## src/sv/u8d_pkg.sv

```systemverilog
`timescale 1ns / 1ps
`default_nettype none

package u8d_pkg;

    localparam int unsigned ByteW    = 8;
    localparam int unsigned CpW      = 21;
    localparam int unsigned CpBusW   = 24;   // code point padded to whole bytes
    localparam int unsigned PendW    = 2;
    localparam int unsigned PartW    = 15;   // widest partial: 3 + 6 + 6 bits
    localparam int unsigned ContW    = 6;

    // Lead byte prefix masks and matches
    localparam logic [ByteW-1:0] MaskAscii = 8'h80;
    localparam logic [ByteW-1:0] MaskLead2 = 8'hE0;
    localparam logic [ByteW-1:0] CodeLead2 = 8'hC0;
    localparam logic [ByteW-1:0] MaskLead3 = 8'hF0;
    localparam logic [ByteW-1:0] CodeLead3 = 8'hE0;
    localparam logic [ByteW-1:0] MaskLead4 = 8'hF8;
    localparam logic [ByteW-1:0] CodeLead4 = 8'hF0;

    // Payload masks
    localparam logic [ByteW-1:0] PayCont  = 8'h3F;
    localparam logic [ByteW-1:0] PayLead2 = 8'h1F;
    localparam logic [ByteW-1:0] PayLead3 = 8'h0F;
    localparam logic [ByteW-1:0] PayLead4 = 8'h07;

    // Continuation bytes still expected after each lead
    localparam logic [PendW-1:0] PendNone  = 2'd0;
    localparam logic [PendW-1:0] PendLead2 = 2'd1;
    localparam logic [PendW-1:0] PendLead3 = 2'd2;
    localparam logic [PendW-1:0] PendLead4 = 2'd3;

    typedef struct packed {
        logic [PendW-1:0] pending;
        logic [PartW-1:0] partial;
    } t_dec_state;

    typedef struct packed {
        logic           valid;
        logic [CpW-1:0] code_point;
    } t_dec_result;

endpackage

`default_nettype wire

```

## src/sv/u8d_step.sv

```systemverilog
`timescale 1ns / 1ps
`default_nettype none

module u8d_step (
    input  wire u8d_pkg::t_dec_state          i_state,
    input  wire logic [u8d_pkg::ByteW-1:0]    i_byte,
    input  wire logic                         i_last,
    output u8d_pkg::t_dec_state               o_state,
    output u8d_pkg::t_dec_result              o_result
);

    logic [u8d_pkg::ContW-1:0] cont_bits;
    logic [u8d_pkg::PendW-1:0] pend_dec;
    u8d_pkg::t_dec_state       nxt;

    assign cont_bits = u8d_pkg::ContW'(i_byte & u8d_pkg::PayCont);
    assign pend_dec  = i_state.pending - u8d_pkg::PendW'(1);

    always_comb begin
        nxt      = i_state;
        o_result = '0;
        if (i_state.pending != u8d_pkg::PendNone) begin
            // take any byte as a continuation, low six bits only
            nxt.pending = pend_dec;
            if (pend_dec == u8d_pkg::PendNone) begin
                o_result.valid      = 1'b1;
                o_result.code_point = {i_state.partial, cont_bits};
                nxt.partial         = '0;
            end else begin
                nxt.partial = {i_state.partial[u8d_pkg::PartW-u8d_pkg::ContW-1:0], cont_bits};
            end
        end else if ((i_byte & u8d_pkg::MaskAscii) == '0) begin
            o_result.valid      = 1'b1;
            o_result.code_point = u8d_pkg::CpW'(i_byte);
        end else if ((i_byte & u8d_pkg::MaskLead2) == u8d_pkg::CodeLead2) begin
            nxt.partial = u8d_pkg::PartW'(i_byte & u8d_pkg::PayLead2);
            nxt.pending = u8d_pkg::PendLead2;
        end else if ((i_byte & u8d_pkg::MaskLead3) == u8d_pkg::CodeLead3) begin
            nxt.partial = u8d_pkg::PartW'(i_byte & u8d_pkg::PayLead3);
            nxt.pending = u8d_pkg::PendLead3;
        end else if ((i_byte & u8d_pkg::MaskLead4) == u8d_pkg::CodeLead4) begin
            nxt.partial = u8d_pkg::PartW'(i_byte & u8d_pkg::PayLead4);
            nxt.pending = u8d_pkg::PendLead4;
        end
        // stray lead bytes fall through: hold state, no result

        // end of text drops any unfinished sequence
        if (i_last) begin
            nxt = '0;
        end
    end

    assign o_state = nxt;

endmodule

`default_nettype wire

```

## src/sv/utf8_stream_decoder.sv

```systemverilog
`timescale 1ns / 1ps
`default_nettype none

// UTF-8 to code point stream decoder. Feed one text byte per item on the slave
// side, with tlast on the final byte of a text; a 21-bit code point comes out on
// the master side each time a 1 to 4 byte sequence completes. Lead bytes pick
// the length from their top bits, the following bytes are taken as
// continuations without checking, and bytes 0x80-0xBF or 0xF8-0xFF in lead
// position are dropped silently. A sequence cut short by tlast is dropped and
// the decoder starts clean on the next byte; there are no overlong or
// surrogate checks. Throughput is one byte per clock: the decode is a single
// combinational step from the sequence state registers into the output
// register, and a result appears in the cycle after the byte that completes it.
// The slave side stalls only while a finished code point waits in the output
// register and the master side is not ready.

module utf8_stream_decoder (
    input  wire logic        i_clk,
    input  wire logic        i_rst_n,
    // slave side: text bytes
    input  wire logic        i_s_tvalid,
    output logic             o_s_tready,
    input  wire logic [7:0]  i_s_tdata,   // [7:0] text_byte
    input  wire logic        i_s_tlast,   // end_of_text
    // master side: code points
    output logic             o_m_tvalid,
    input  wire logic        i_m_tready,
    output logic [23:0]      o_m_tdata    // [20:0] code_point, [23:21] zero
);

    u8d_pkg::t_dec_state  r_state;
    u8d_pkg::t_dec_state  n_state;
    u8d_pkg::t_dec_result step_res;

    logic                     r_out_valid;
    logic                     n_out_valid;
    logic [u8d_pkg::CpW-1:0]  r_out_cp;
    logic [u8d_pkg::CpW-1:0]  n_out_cp;
    logic                     in_acc;
    logic                     out_acc;

    // Take a byte whenever the output register is empty or draining this cycle.
    assign o_s_tready = !r_out_valid || i_m_tready;
    assign in_acc     = i_s_tvalid && o_s_tready;
    assign out_acc    = r_out_valid && i_m_tready;

    u8d_step u_step (
        .i_state  (r_state),
        .i_byte   (i_s_tdata),
        .i_last   (i_s_tlast),
        .o_state  (n_state),
        .o_result (step_res)
    );

    // Load a new result, or drop the delivered one, or hold.
    always_comb begin
        n_out_valid = r_out_valid;
        n_out_cp    = r_out_cp;
        if (out_acc) begin
            n_out_valid = 1'b0;
        end
        if (in_acc && step_res.valid) begin
            n_out_valid = 1'b1;
            n_out_cp    = step_res.code_point;
        end
    end

    always_ff @(posedge i_clk) begin
        if (!i_rst_n) begin
            r_state     <= '0;
            r_out_valid <= 1'b0;
        end else begin
            if (in_acc) begin
                r_state <= n_state;
            end
            r_out_valid <= n_out_valid;
        end
    end

    always_ff @(posedge i_clk) begin
        r_out_cp <= n_out_cp;
    end

    assign o_m_tvalid = r_out_valid;
    assign o_m_tdata  = u8d_pkg::CpBusW'(r_out_cp);

    // tlast always leaves the decoder with no sequence open
    a_last_clears: assert property (@(posedge i_clk) disable iff (!i_rst_n)
        (in_acc && i_s_tlast) |=> (r_state.pending == u8d_pkg::PendNone))
        else $error("sequence state not cleared after last byte");

    // an ASCII byte outside a sequence comes straight out next cycle
    a_ascii_pass: assert property (@(posedge i_clk) disable iff (!i_rst_n)
        (in_acc && r_state.pending == u8d_pkg::PendNone && !i_s_tdata[7])
        |=> (o_m_tvalid && o_m_tdata == u8d_pkg::CpBusW'($past(i_s_tdata))))
        else $error("ASCII byte not passed through");

    // a two-byte lead opens a sequence waiting for one continuation
    a_lead2: assert property (@(posedge i_clk) disable iff (!i_rst_n)
        (in_acc && !i_s_tlast && r_state.pending == u8d_pkg::PendNone &&
         i_s_tdata[7:5] == 3'b110) |=> (r_state.pending == u8d_pkg::PendLead2))
        else $error("two-byte lead did not set pending count");

    // a delivered result with nothing new behind it empties the output register
    a_drain: assert property (@(posedge i_clk) disable iff (!i_rst_n)
        (out_acc && !(in_acc && step_res.valid)) |=> !o_m_tvalid)
        else $error("delivered code point repeated");

    // a byte that completes nothing never produces a result
    a_no_spurious: assert property (@(posedge i_clk) disable iff (!i_rst_n)
        (!r_out_valid && !(in_acc && step_res.valid)) |=> !o_m_tvalid)
        else $error("code point invented");

endmodule

`default_nettype wire

```

## config.mk

```make
export PLATFORM = sky130hd
export DESIGN_NAME = utf8_stream_decoder
export DESIGN_NICKNAME = d
export VERILOG_FILES = /design/src/sv/u8d_pkg.sv /design/src/sv/u8d_step.sv /design/src/sv/utf8_stream_decoder.sv
export SDC_FILE = /design/constraint.sdc
export NUM_CORES = 1
export LEC_CHECK = 0
export ABC_AREA = 1
export BUFFER_PORTS_ARGS = -buffer_cell sky130_fd_sc_hd__clkbuf_2
export CAP_MARGIN = 25
export CORE_MARGIN = 3
export CORE_UTILIZATION = 33
export CTS_BUF_LIST = sky130_fd_sc_hd__clkbuf_4
export CTS_CLUSTER_SIZE = 25
export DETAILED_ROUTE_END_ITERATION = 8
export GPL_TIMING_DRIVEN = 0
export PLACE_DENSITY = 0.58
export SLEW_MARGIN = 0
export SYNTH_ARGS = -nofsm -noshare
export SYNTH_HDL_FRONTEND = slang
export SYNTH_HIERARCHICAL = 1
export SYNTH_SLANG_ARGS = --single-unit
```

## constraint.sdc

```tcl
create_clock -name i_clk -period 2.34 [get_ports i_clk]
set_input_delay 0.351 -clock i_clk [delete_from_list [all_inputs] [get_ports i_clk]]
set_output_delay 0.351 -clock i_clk [all_outputs]
set_load 0.1 [all_outputs]
```

==> results of run 1 <==
==> worst max-delay path, cell delays in order (launching register included) <==
cell and delay (ns):
dfxtp_1 0.41, inv_1 0.22, o21ai_1 0.26, inv_1 0.11, inv_1 0.06, nor2_2 0.42
buf_8 0.23
==> final cells by class <==
cell class | instances | area [um^2]
well taps | 75 | 93.84
fillers | 656 | 3581
repair buffers | 33 | 175.2
clock buffers | 5 | 37.54
plain buffers | 15 | 122.6
clock inverters | 3 | 43.79
inverters | 49 | 183.9
multi-input cells | 170 | 797.0
flip-flops and latches | 39 | 991.0
==> metrics by stage <==
stage | util, % | worst slack (ns) | instance area (um^2) | std cells | hold WS [ns]
finish | 40.57 | 0.3619 | 2445 | 389 | 0.3003
global route | 40.57 | 0.2071 | 2445 | 389 | 0.2846
CTS | 40.57 | 0.3394 | 2445 | 389 | 0.2871
detailed placement | 39.22 | 0.3566 | 2364 | 381 | 0.5039
global placement | 38.97 | 0.07404 | 2349 | 380 | 0.5010
floorplan | - | 0.06513 | 2095 | 273 | 0.4738
==> where the power goes <==
part	internal, mW	switching [mW]	leakage [nW]
clock	0.225	0.242	0.0452
sequential	0.765	0.0276	0.360
combinational	0.106	0.324	0.695
==> worst max path at each step <==
stage                      from           end  depth (start not counted)
finish              r_state[16]   r_out_cp[9]                          6
global route        r_state[16]  r_out_cp[10]                          6
CTS                 r_state[16]   r_out_cp[9]                          6
detailed placement  r_state[16]   r_out_cp[9]                          6
global placement    r_state[16]   r_out_cp[9]                          5
floorplan            o_m_tvalid   r_out_cp[0]                          4
==> per-layer routing <==
layer / track usage, % / vias up / share of wire, %
met5: 0 / - / 0
met4: 4.317 / 0 / 1.1
met3: 3.301 / 5 / 5.3
met2: 21.61 / 44 / 45
met1: 19.07 / 798 / 49
li1: - / 931 / -
==> placed cells by master (no fill, tap or decap), types with 2 or more instances in the layout <==
cell type,instances
edfxtp_1,21
buf_4,7
inv_1,45
buf_6,5
clkbuf_4,5
inv_2,4
nor2_4,3
clkbuf_2,32
nand3_1,27
o21ai_1,5
dfxtp_1,18
a21oi_1,34
nand2_1,44
conb_1,3
nor2_1,43
o21ai_0,5
buf_2,2
==> kinds of logic after synthesis <==
group	share of synthesized area (%)
buf+inv	14.71
simple gates	26.23
other cells	0.1799
compound gates	11.34
flops	47.54
==> state kept, by name, summed over array words and instances (netlist names) <==
| register | cells |
|---|---|
| r_out_cp | 21 |
| r_state | 17 |
| o_m_tvalid | 1 |
==> out/metrics.cfg, run 1 <==
[outcome]
status=finished clean

[logic_synthesis]
yosys.area.top_type_share_pct=30.25
netlist_top_cells_area=edfxtp_1 (30%), dfxtp_1 (17%), a21oi_1 (8.2%)
syn_inst=271
yosysTopAreaCell=edfxtp_1
synth_most_common_cell=inv_1
synth_commonest_cells=inv_1 (45), nand2_1 (44), nor2_1 (44)
syn_avg_cell_area_um2=7.692
synth_ff_type=edfxtp_1
yosys_warnings=6
ys_ff_latch=39
async_flop_share_pct=0
synthesis.area_um2=2084
yosysSeqAreaShare_pct=47.54
ys_types=21
synth_edf_count=21

[global_route]
grt.total_usage_pct=13.89
grt_first_pass_wirelength_um=8162
grt_pass1_vias=1717
grt_overflow_total=0
antenna_found_initial=0
grt_max_degree=15

[die]
core.rowCount=28
ios=39
die_w_um=85.48
fp.dieH_um=85.48
dieArea_um2=7306
core_area_um2=6026
initial_core_util_pct=34.59

[worst_setup_path]
reg2reg_depth=6
crit_arrival_ns=2.05
end_kind=flip-flop
regToRegStartpoint=r_state[16]
critPathLaunchType=flip-flop
cp.required_ns=2.41
critPathKind=flip-flop to flip-flop
r2r_slack_ns=0.36
path_max_fanout=14
r2r_end=r_out_cp[9]

[clock_tree]
cts-root-buf=clkbuf_4
cts_tree=built
cts.clk_slew.worst_paths_ns=0.13
cts_hold_buf=0
ctsHtreeMaxLevel=2
postCtsSetupRepairBufs=0
cts_buffers=5
clock_latency_ns=0.34
clock_sinks=39
ctsResizeCount=0
clock_path_buffers=2

[detailed_routing]
antenna_left=0
drt_first_pass_iters=4
avgViaCountPerCell=4.571
via_count=1778
wl_per_cell_um=11.94
drc_errors=0
routed_wirelength_um=4644
drtIter0Drc=78

[final_layout]
fin_nets=326
syn_to_final_growth_pct=17.29
layout-drive-gt1-share_pct=21.34
num_antenna_cells=0

[power]
power_mw=1.690
peakVddDrop_mv=0.2287
power.density_nw_per_um2=691.3
p_leak_nw=1.100

[timing]
rsz0062_at_grt=no
fin_crit_sh_pct=84.53
max-slew-margin-rel_pct=62.83
tightestPinTransition_ns=0.5539
fin_crit_ns=1.978
fmax_mhz=505.5
setup_viol=0
hold_viol=0
tns_ns=0
fin_worst_skew_ns=0.005238
finalMaxSlewViolations=0

[hold_path]
hold_path_end=r_state[9]
hold_path.startpoint=i_rst_n
hold_class=primary input to flip-flop
whs_path_depth=3

[place]
hpwl_um=3398
place_congestion=0.8726
portBuffers=32

[flow_run]
cap_violations=0

No activity file was read; power rests on OpenSTA's default activity.
==> run 2: changes to the inputs <==
Clock period 2.34 ns to 1.9 ns, I/O delays scaled along.
==> out/metrics.cfg, run 2 (same netlist as run 1, synthesis figures left out) <==
[outcome]
status=finished clean  ; unchanged

[timing]
rsz0062_at_grt=no  ; unchanged
finalMaxSlewViolations=0  ; unchanged
max-slew-margin-rel_pct=63.76  ; was 62.83%
fmax_mhz=564.3
hold_viol=0  ; unchanged
setup_viol=0  ; unchanged
fin_worst_skew_ns=0.01080  ; was 0.005238 ns
tns_ns=0  ; unchanged
tightestPinTransition_ns=0.5459  ; was 0.5539 ns
fin_crit_ns=1.772
fin_crit_sh_pct=93.27

[clock_tree]
cts_buffers=5  ; unchanged
cts-root-buf=clkbuf_4  ; unchanged
clock_latency_ns=0.36  ; was 0.34 ns
clock_path_buffers=2  ; unchanged
cts_tree=built  ; unchanged
cts_hold_buf=0  ; unchanged
ctsHtreeMaxLevel=2  ; unchanged
clock_sinks=39  ; unchanged
cts.clk_slew.worst_paths_ns=0.13  ; about the same

[detailed_routing]
antenna_left=0  ; unchanged
drtIter0Drc=87  ; was 78
avgViaCountPerCell=4.659  ; was 4.571
wl_per_cell_um=12.33  ; was 11.94 um
routed_wirelength_um=4809  ; was 4644 um
drc_errors=0  ; unchanged
via_count=1817  ; was 1778
drt_first_pass_iters=4  ; unchanged

[worst_setup_path]
crit_cells=3  ; was 6
cp_num_buf_inv=2  ; was 4
path_delay_family=buffers and inverters  ; unchanged
slowest_delay_ns=0.46  ; was 0.42 ns
reg2reg_depth=6  ; unchanged
cp_slowest_cell=clkbuf_2  ; was nor2_2
critPathKind=flip-flop to output pin  ; was flip-flop to flip-flop
cp.required_ns=1.62  ; was 2.41 ns
end_kind=output pin  ; was flip-flop
critPathLaunchType=flip-flop  ; unchanged
path_max_fanout=10  ; was 14
crit_arrival_ns=1.49  ; was 2.05 ns
crit_chain=nand2_4 > buf_6 > clkbuf_2  ; was inv_1 > o21ai_1 > inv_1 > inv_1 > nor2_2 > buf_8

[global_route]
grt_first_pass_wirelength_um=8224  ; was 8162 um
grt_max_degree=14  ; was 15
grt_pass1_vias=1742  ; was 1717
antenna_found_initial=0  ; unchanged
grt_overflow_total=0  ; unchanged
grt.total_usage_pct=14.17  ; was 13.89%

[power]
pwr-share-clk_pct=27.4  ; was 27.7%
seqPwrFrac_pct=46.7  ; was 46.9%
power.density_nw_per_um2=847.0  ; was 691.3 nW/um^2
p_sw_mw=0.7385  ; was 0.5938 mW
power_mw=2.093  ; was 1.690 mW
p_sw_share_pct=35.28  ; was 35.13%
p_leak_nw=1.106  ; was 1.100 nW
p_comb_share_pct=25.9  ; was 25.5%
peakVddDrop_mv=0.2796  ; was 0.2287 mV
internal-power_mw=1.355  ; was 1.096 mW

[final_layout]
utilization_pct=41.01  ; was 40.57%
layout-drive-gt1-share_pct=22.22  ; was 21.34%
largest_reg_flops=21  ; unchanged
final_cell_mix=inv_1 (45), nand2_1 (44), nor2_1 (43)  ; unchanged
final_common_cell=inv_1  ; unchanged
regArea_um2=992.2  ; was 991.0 um^2
fin_nets=327  ; was 326
syn_to_final_growth_pct=18.55  ; was 17.29%
multi_input_comb_area_um2=817.0  ; was 797.0 um^2
num_antenna_cells=0  ; unchanged
top_register=r_out_cp  ; unchanged
fillers=648  ; was 656

[die]
core.rowCount=28  ; unchanged
ios=39  ; unchanged
initial_core_util_pct=34.59  ; unchanged
die_w_um=85.48  ; unchanged
core_area_um2=6026  ; unchanged
dieArea_um2=7306  ; unchanged
fp.dieH_um=85.48  ; unchanged

[place]
hpwl_um=3305  ; was 3398 um
place_congestion=0.8684  ; was 0.8726
portBuffers=32  ; unchanged

[hold_path]
hold_class=primary input to flip-flop  ; unchanged
whs_path_depth=4  ; was 3

[flow_run]
cap_violations=0  ; unchanged

-- run 2: cell count changes in the layout (fill, tap and decap cells not counted), sizes merged --
cell  change
nor2      +1
-- run 2: layer usage --
layer	vias to the layer above	part of all wire [%]	GRT usage, %
met4	0	1.3	4.317
met1	839	49	18.99
met3	5	3.8	2.913
li1	939	-	-
met2	34	46	22.95
met5	-	0	0
-- run 2: per-stage QoR --
step / setup slack (ns) / hold slack, ns / cells / instance area [um^2]
after detailed placement: -0.06081 / 0.4995 / 380 / 2355
after floorplan: 0.08753 / 0.4738 / 273 / 2101
after global placement: -0.03228 / 0.5022 / 380 / 2355
after CTS: 0.1048 / 0.2065 / 389 / 2447
after global routing: 0.07145 / 0.2285 / 390 / 2471
final: 0.1279 / 0.2193 / 390 / 2471
-- run 2: power groups by stage --
stage          clock network (mW)  logic (mW)  registers (mW)
6_report                    0.573       0.541           0.978
5_1_grt                     0.618       0.589           0.985
4_1_cts                     0.597       0.534           0.979
3_5_place_dp                    0       0.526           0.998
3_3_place_gp                    0       0.523           0.997
2_1_floorplan                   0       0.272            1.15
-- run 2: repair_timing --
item | in CTS | in global routing
buffers inserted | 0 | 1
setup endpoints to repair | 21 | 22
gates resized for setup | 1 | 1
cloned | 1 | 0
pin swaps | 1 | 1
-- run 2: layout make-up --
class / instances / area share (%)
clock inverters: 3 / 1.772
well taps: 75 / 3.797
inverters: 49 / 7.443
clock buffers: 5 / 1.519
flip-flops and latches: 39 / 40.15
plain buffers: 15 / 4.962
repair buffers: 33 / 7.291
multi-input cells: 171 / 33.06
-- run 2: worst register-to-register path, delay by kind of cell (launching register included) --
family / cells / cell delay, ns
AND/OR/NAND/NOR: 1 / 0.07
buffers and inverters: 4 / 0.65
AO/OA/AOI/OAI: 1 / 0.19
flip-flops: 1 / 0.51
-- run 2: path summary, 6_finish.rpt --
path            endpoint   startpoint  slack, ns
max           o_s_tready   o_m_tvalid       0.13
min          r_state[10]   i_s_tvalid       0.22
max reg2reg  r_out_cp[8]  r_state[16]       0.24
min reg2reg  r_state[11]  r_state[11]       0.52
==> run 3: changes to the inputs <==
Settings changed: PLACE_DENSITY 0.58 to 0.59, SYNTH_HIERARCHICAL 1 to not set.
==> out/metrics.cfg, run 3 <==
[detailed_routing]
avgViaCountPerCell=4.211  ; was 4.659
drtIter0Drc=73  ; was 87
via_count=1360  ; was 1817
drc_errors=0  ; unchanged
drt_first_pass_iters=4  ; unchanged
antenna_left=0  ; unchanged
routed_wirelength_um=3482  ; was 4809 um
wl_per_cell_um=10.78  ; was 12.33 um

[clock_tree]
clock_latency_ns=0.35  ; was 0.36 ns
cts-root-buf=clkbuf_4  ; unchanged
cts.clk_slew.worst_paths_ns=0.12  ; was 0.13 ns
ctsHtreeMaxLevel=2  ; unchanged
clock_sinks=39  ; unchanged
cts_hold_buf=0  ; unchanged
cts_buffers=5  ; unchanged
cts_tree=built  ; unchanged
clock_path_buffers=2  ; unchanged

[logic_synthesis]
synth_compound_area_share_pct=2.033  ; was 11.34%
synthesis.area_um2=1723  ; was 2084 um^2
synth_top_family_by_area=simple AND/OR/NAND/NOR gates  ; unchanged
syn_avg_cell_area_um2=8.165  ; was 7.692 um^2
yosysSeqAreaShare_pct=57.52  ; was 47.54%
synth_edf_count=21  ; unchanged
yosys.area.top_type_share_pct=36.60  ; was 30.25%
ys_ff_latch=39  ; unchanged
synth_commonest_cells=nor2_1 (75), nand2_1 (40), inv_1 (27)  ; was inv_1 (45), nand2_1 (44), nor2_1 (44)
ys_types=20  ; was 21
netlist_top_cells_area=edfxtp_1 (37%), dfxtp_1 (21%), nor2_1 (16%)  ; was edfxtp_1 (30%), dfxtp_1 (17%), a21oi_1 (8.2%)
synth-simple-area-share_pct=29.77  ; was 26.23%
yosys_warnings=0  ; was 6
synthMuxAreaShare_pct=0  ; unchanged
synth_most_common_cell=nor2_1  ; was inv_1
async_flop_share_pct=0  ; unchanged
synth-adder-area-share_pct=0  ; unchanged
syn_inst=211  ; was 271
yosys.area_share.xor_xnor_pct=0  ; unchanged
yosysTopAreaCell=edfxtp_1  ; unchanged
synth_ff_type=edfxtp_1  ; unchanged

[global_route]
antenna_found_initial=0  ; unchanged
grt.total_usage_pct=12.37  ; was 14.17%
grt_max_degree=13  ; was 14
grt_first_pass_wirelength_um=5727  ; was 8224 um
grt_pass1_vias=1260  ; was 1742
grt_overflow_total=0  ; unchanged

[timing]
worst_slack_ns=0.1234  ; was 0.1279 ns
fin_crit_sh_pct=93.50  ; was 93.27%
rsz0062_at_grt=no  ; unchanged
fmax_mhz=562.9  ; was 564.3 MHz
fin_crit_ns=1.777  ; was 1.772 ns
setup_viol=0  ; unchanged
fin_worst_skew_ns=0.006313  ; was 0.01080 ns
max-slew-margin-rel_pct=55.53  ; was 63.76%
hold_viol=0  ; unchanged
finalMaxSlewViolations=0  ; unchanged
tightestPinTransition_ns=0.6649  ; was 0.5459 ns

[place]
hpwl_um=2377  ; was 3305 um
place_area_um2=1992  ; was 2355 um^2
portBuffers=34  ; was 32
pre_cts_ws_ns=-0.1361  ; was -0.06081 ns
place_congestion=0.8012  ; was 0.8684

[die]
core_area_um2=4880  ; was 6026 um^2
dieArea_um2=6124  ; was 7306 um^2
die_w_um=78.26  ; was 85.48 um
core.rowCount=25  ; was 28
ios=39  ; unchanged
fp.dieH_um=78.26  ; was 85.48 um
initial_core_util_pct=35.31  ; was 34.59%

[final_layout]
syn_to_final_growth_pct=20.04  ; was 18.55%
final_cell_mix=nor2_1 (74), nand2_1 (40), clkbuf_2 (34)  ; was inv_1 (45), nand2_1 (44), nor2_1 (43)
layout-drive-gt1-share_pct=25.39  ; was 22.22%
utilization_pct=42.38  ; was 41.01%
largest_reg_flops=21  ; unchanged
top_register=r_out_cp  ; unchanged
design_area_um2=2068  ; was 2471 um^2
final_common_cell=nor2_1  ; was inv_1
num_antenna_cells=0  ; unchanged
fin_nets=268  ; was 327

[worst_setup_path]
cp.required_ns=1.62  ; about the same
end_kind=output pin  ; unchanged
path_max_fanout=5  ; was 10
crit_arrival_ns=1.49  ; about the same
critPathLaunchType=flip-flop  ; unchanged
critPathKind=flip-flop to output pin  ; unchanged

[power]
p_leak_nw=0.9761  ; was 1.106 nW
power.density_nw_per_um2=978.5  ; was 847.0 nW/um^2
peakVddDrop_mv=0.2642  ; was 0.2796 mV

[hold_path]
hold_class=primary input to flip-flop  ; unchanged

[outcome]
status=finished clean  ; unchanged

[flow_run]
cap_violations=0  ; unchanged

-- run 3: cell count changes in the layout (fill, tap and decap cells not counted), moves of 4 or more --
cell     change
a21oi_1     -32
nand3_1     -23
o21ai_1      -4
inv_1       -18
nand2_1      -4
nor2_1      +31
nor2_4       -5
-- run 3: path summary, 6_finish.rpt --
kind	startpoint	to	slack (ns)	cells past startpoint
setup / recovery	o_m_tvalid	o_s_tready	0.12	4
hold / removal	i_rst_n	r_state[12]	0.25	3
setup reg to reg	r_state[15]	r_out_cp[5]	0.14	4
hold reg to reg	r_state[4]	r_state[4]	0.52	2
-- run 3: what timing repair did --
| action | in CTS | in global routing |
|---|---|---|
| gates resized for setup | 2 | 0 |
| buffers inserted | 0 | 0 |
| setup endpoints to repair | 22 | 0 |
-- run 3: where the power goes --
group	leakage (nW)	switching (mW)	internal (mW)	total, mW
Clock	0.0317	0.284	0.157	0.441
Combinational	0.596	0.480	0.114	0.594
Sequential	0.348	0.0239	0.965	0.989
Total	0.976	0.788	1.24	2.02
-- run 3: critical path, stage by stage (launching register included) --
cell	delay [ns]
dfxtp_2	0.34
inv_1	0.04
nor2_2	0.31
inv_1	0.07
clkbuf_2	0.38
-- run 3: through the flow --
| step | hold WS, ns | std cells | power, mW | TNS [ns] |
|---|---|---|---|---|
| finish | 0.2455 | 323 | 2.024 | 0 |
| detailed placement | 0.4938 | 314 | 1.597 | -2.842 |
| global placement | 0.4864 | 314 | 1.592 | -2.043 |
| floorplan | 0.4516 | 213 | 1.499 | 0 |
| CTS | 0.2454 | 323 | 2.038 | 0 |
| global route | 0.2394 | 323 | 2.125 | 0 |
-- run 3: final cells by class --
class                   instances  area [um^2]
repair buffers                 34        170.2
inverters                      30        112.6
clock inverters                 2        12.51
clock buffers                   6        45.04
fillers                       529         2811
plain buffers                   9        67.56
multi-input cells             136        584.3
well taps                      67        83.83
flip-flops and latches         39        992.2
-- run 3: logic make-up (layout without fill, tap and decap cells) --
logic type | after synthesis | count (layout)
compound gates | 6 | 6
buf+inv | 39 | 81
flops | 39 | 39
other cells | 1 | 3
simple gates | 126 | 127
-- run 3: layer usage --
metal | routed length, um | share of wire (%) | GRT usage [%]
met1 | 1642 | 47 | 14.74
met2 | 1595 | 46 | 20.55
met3 | 173 | 5.0 | 3.784
met4 | 71 | 2.0 | 5.420
met5 | 0 | 0 | 0
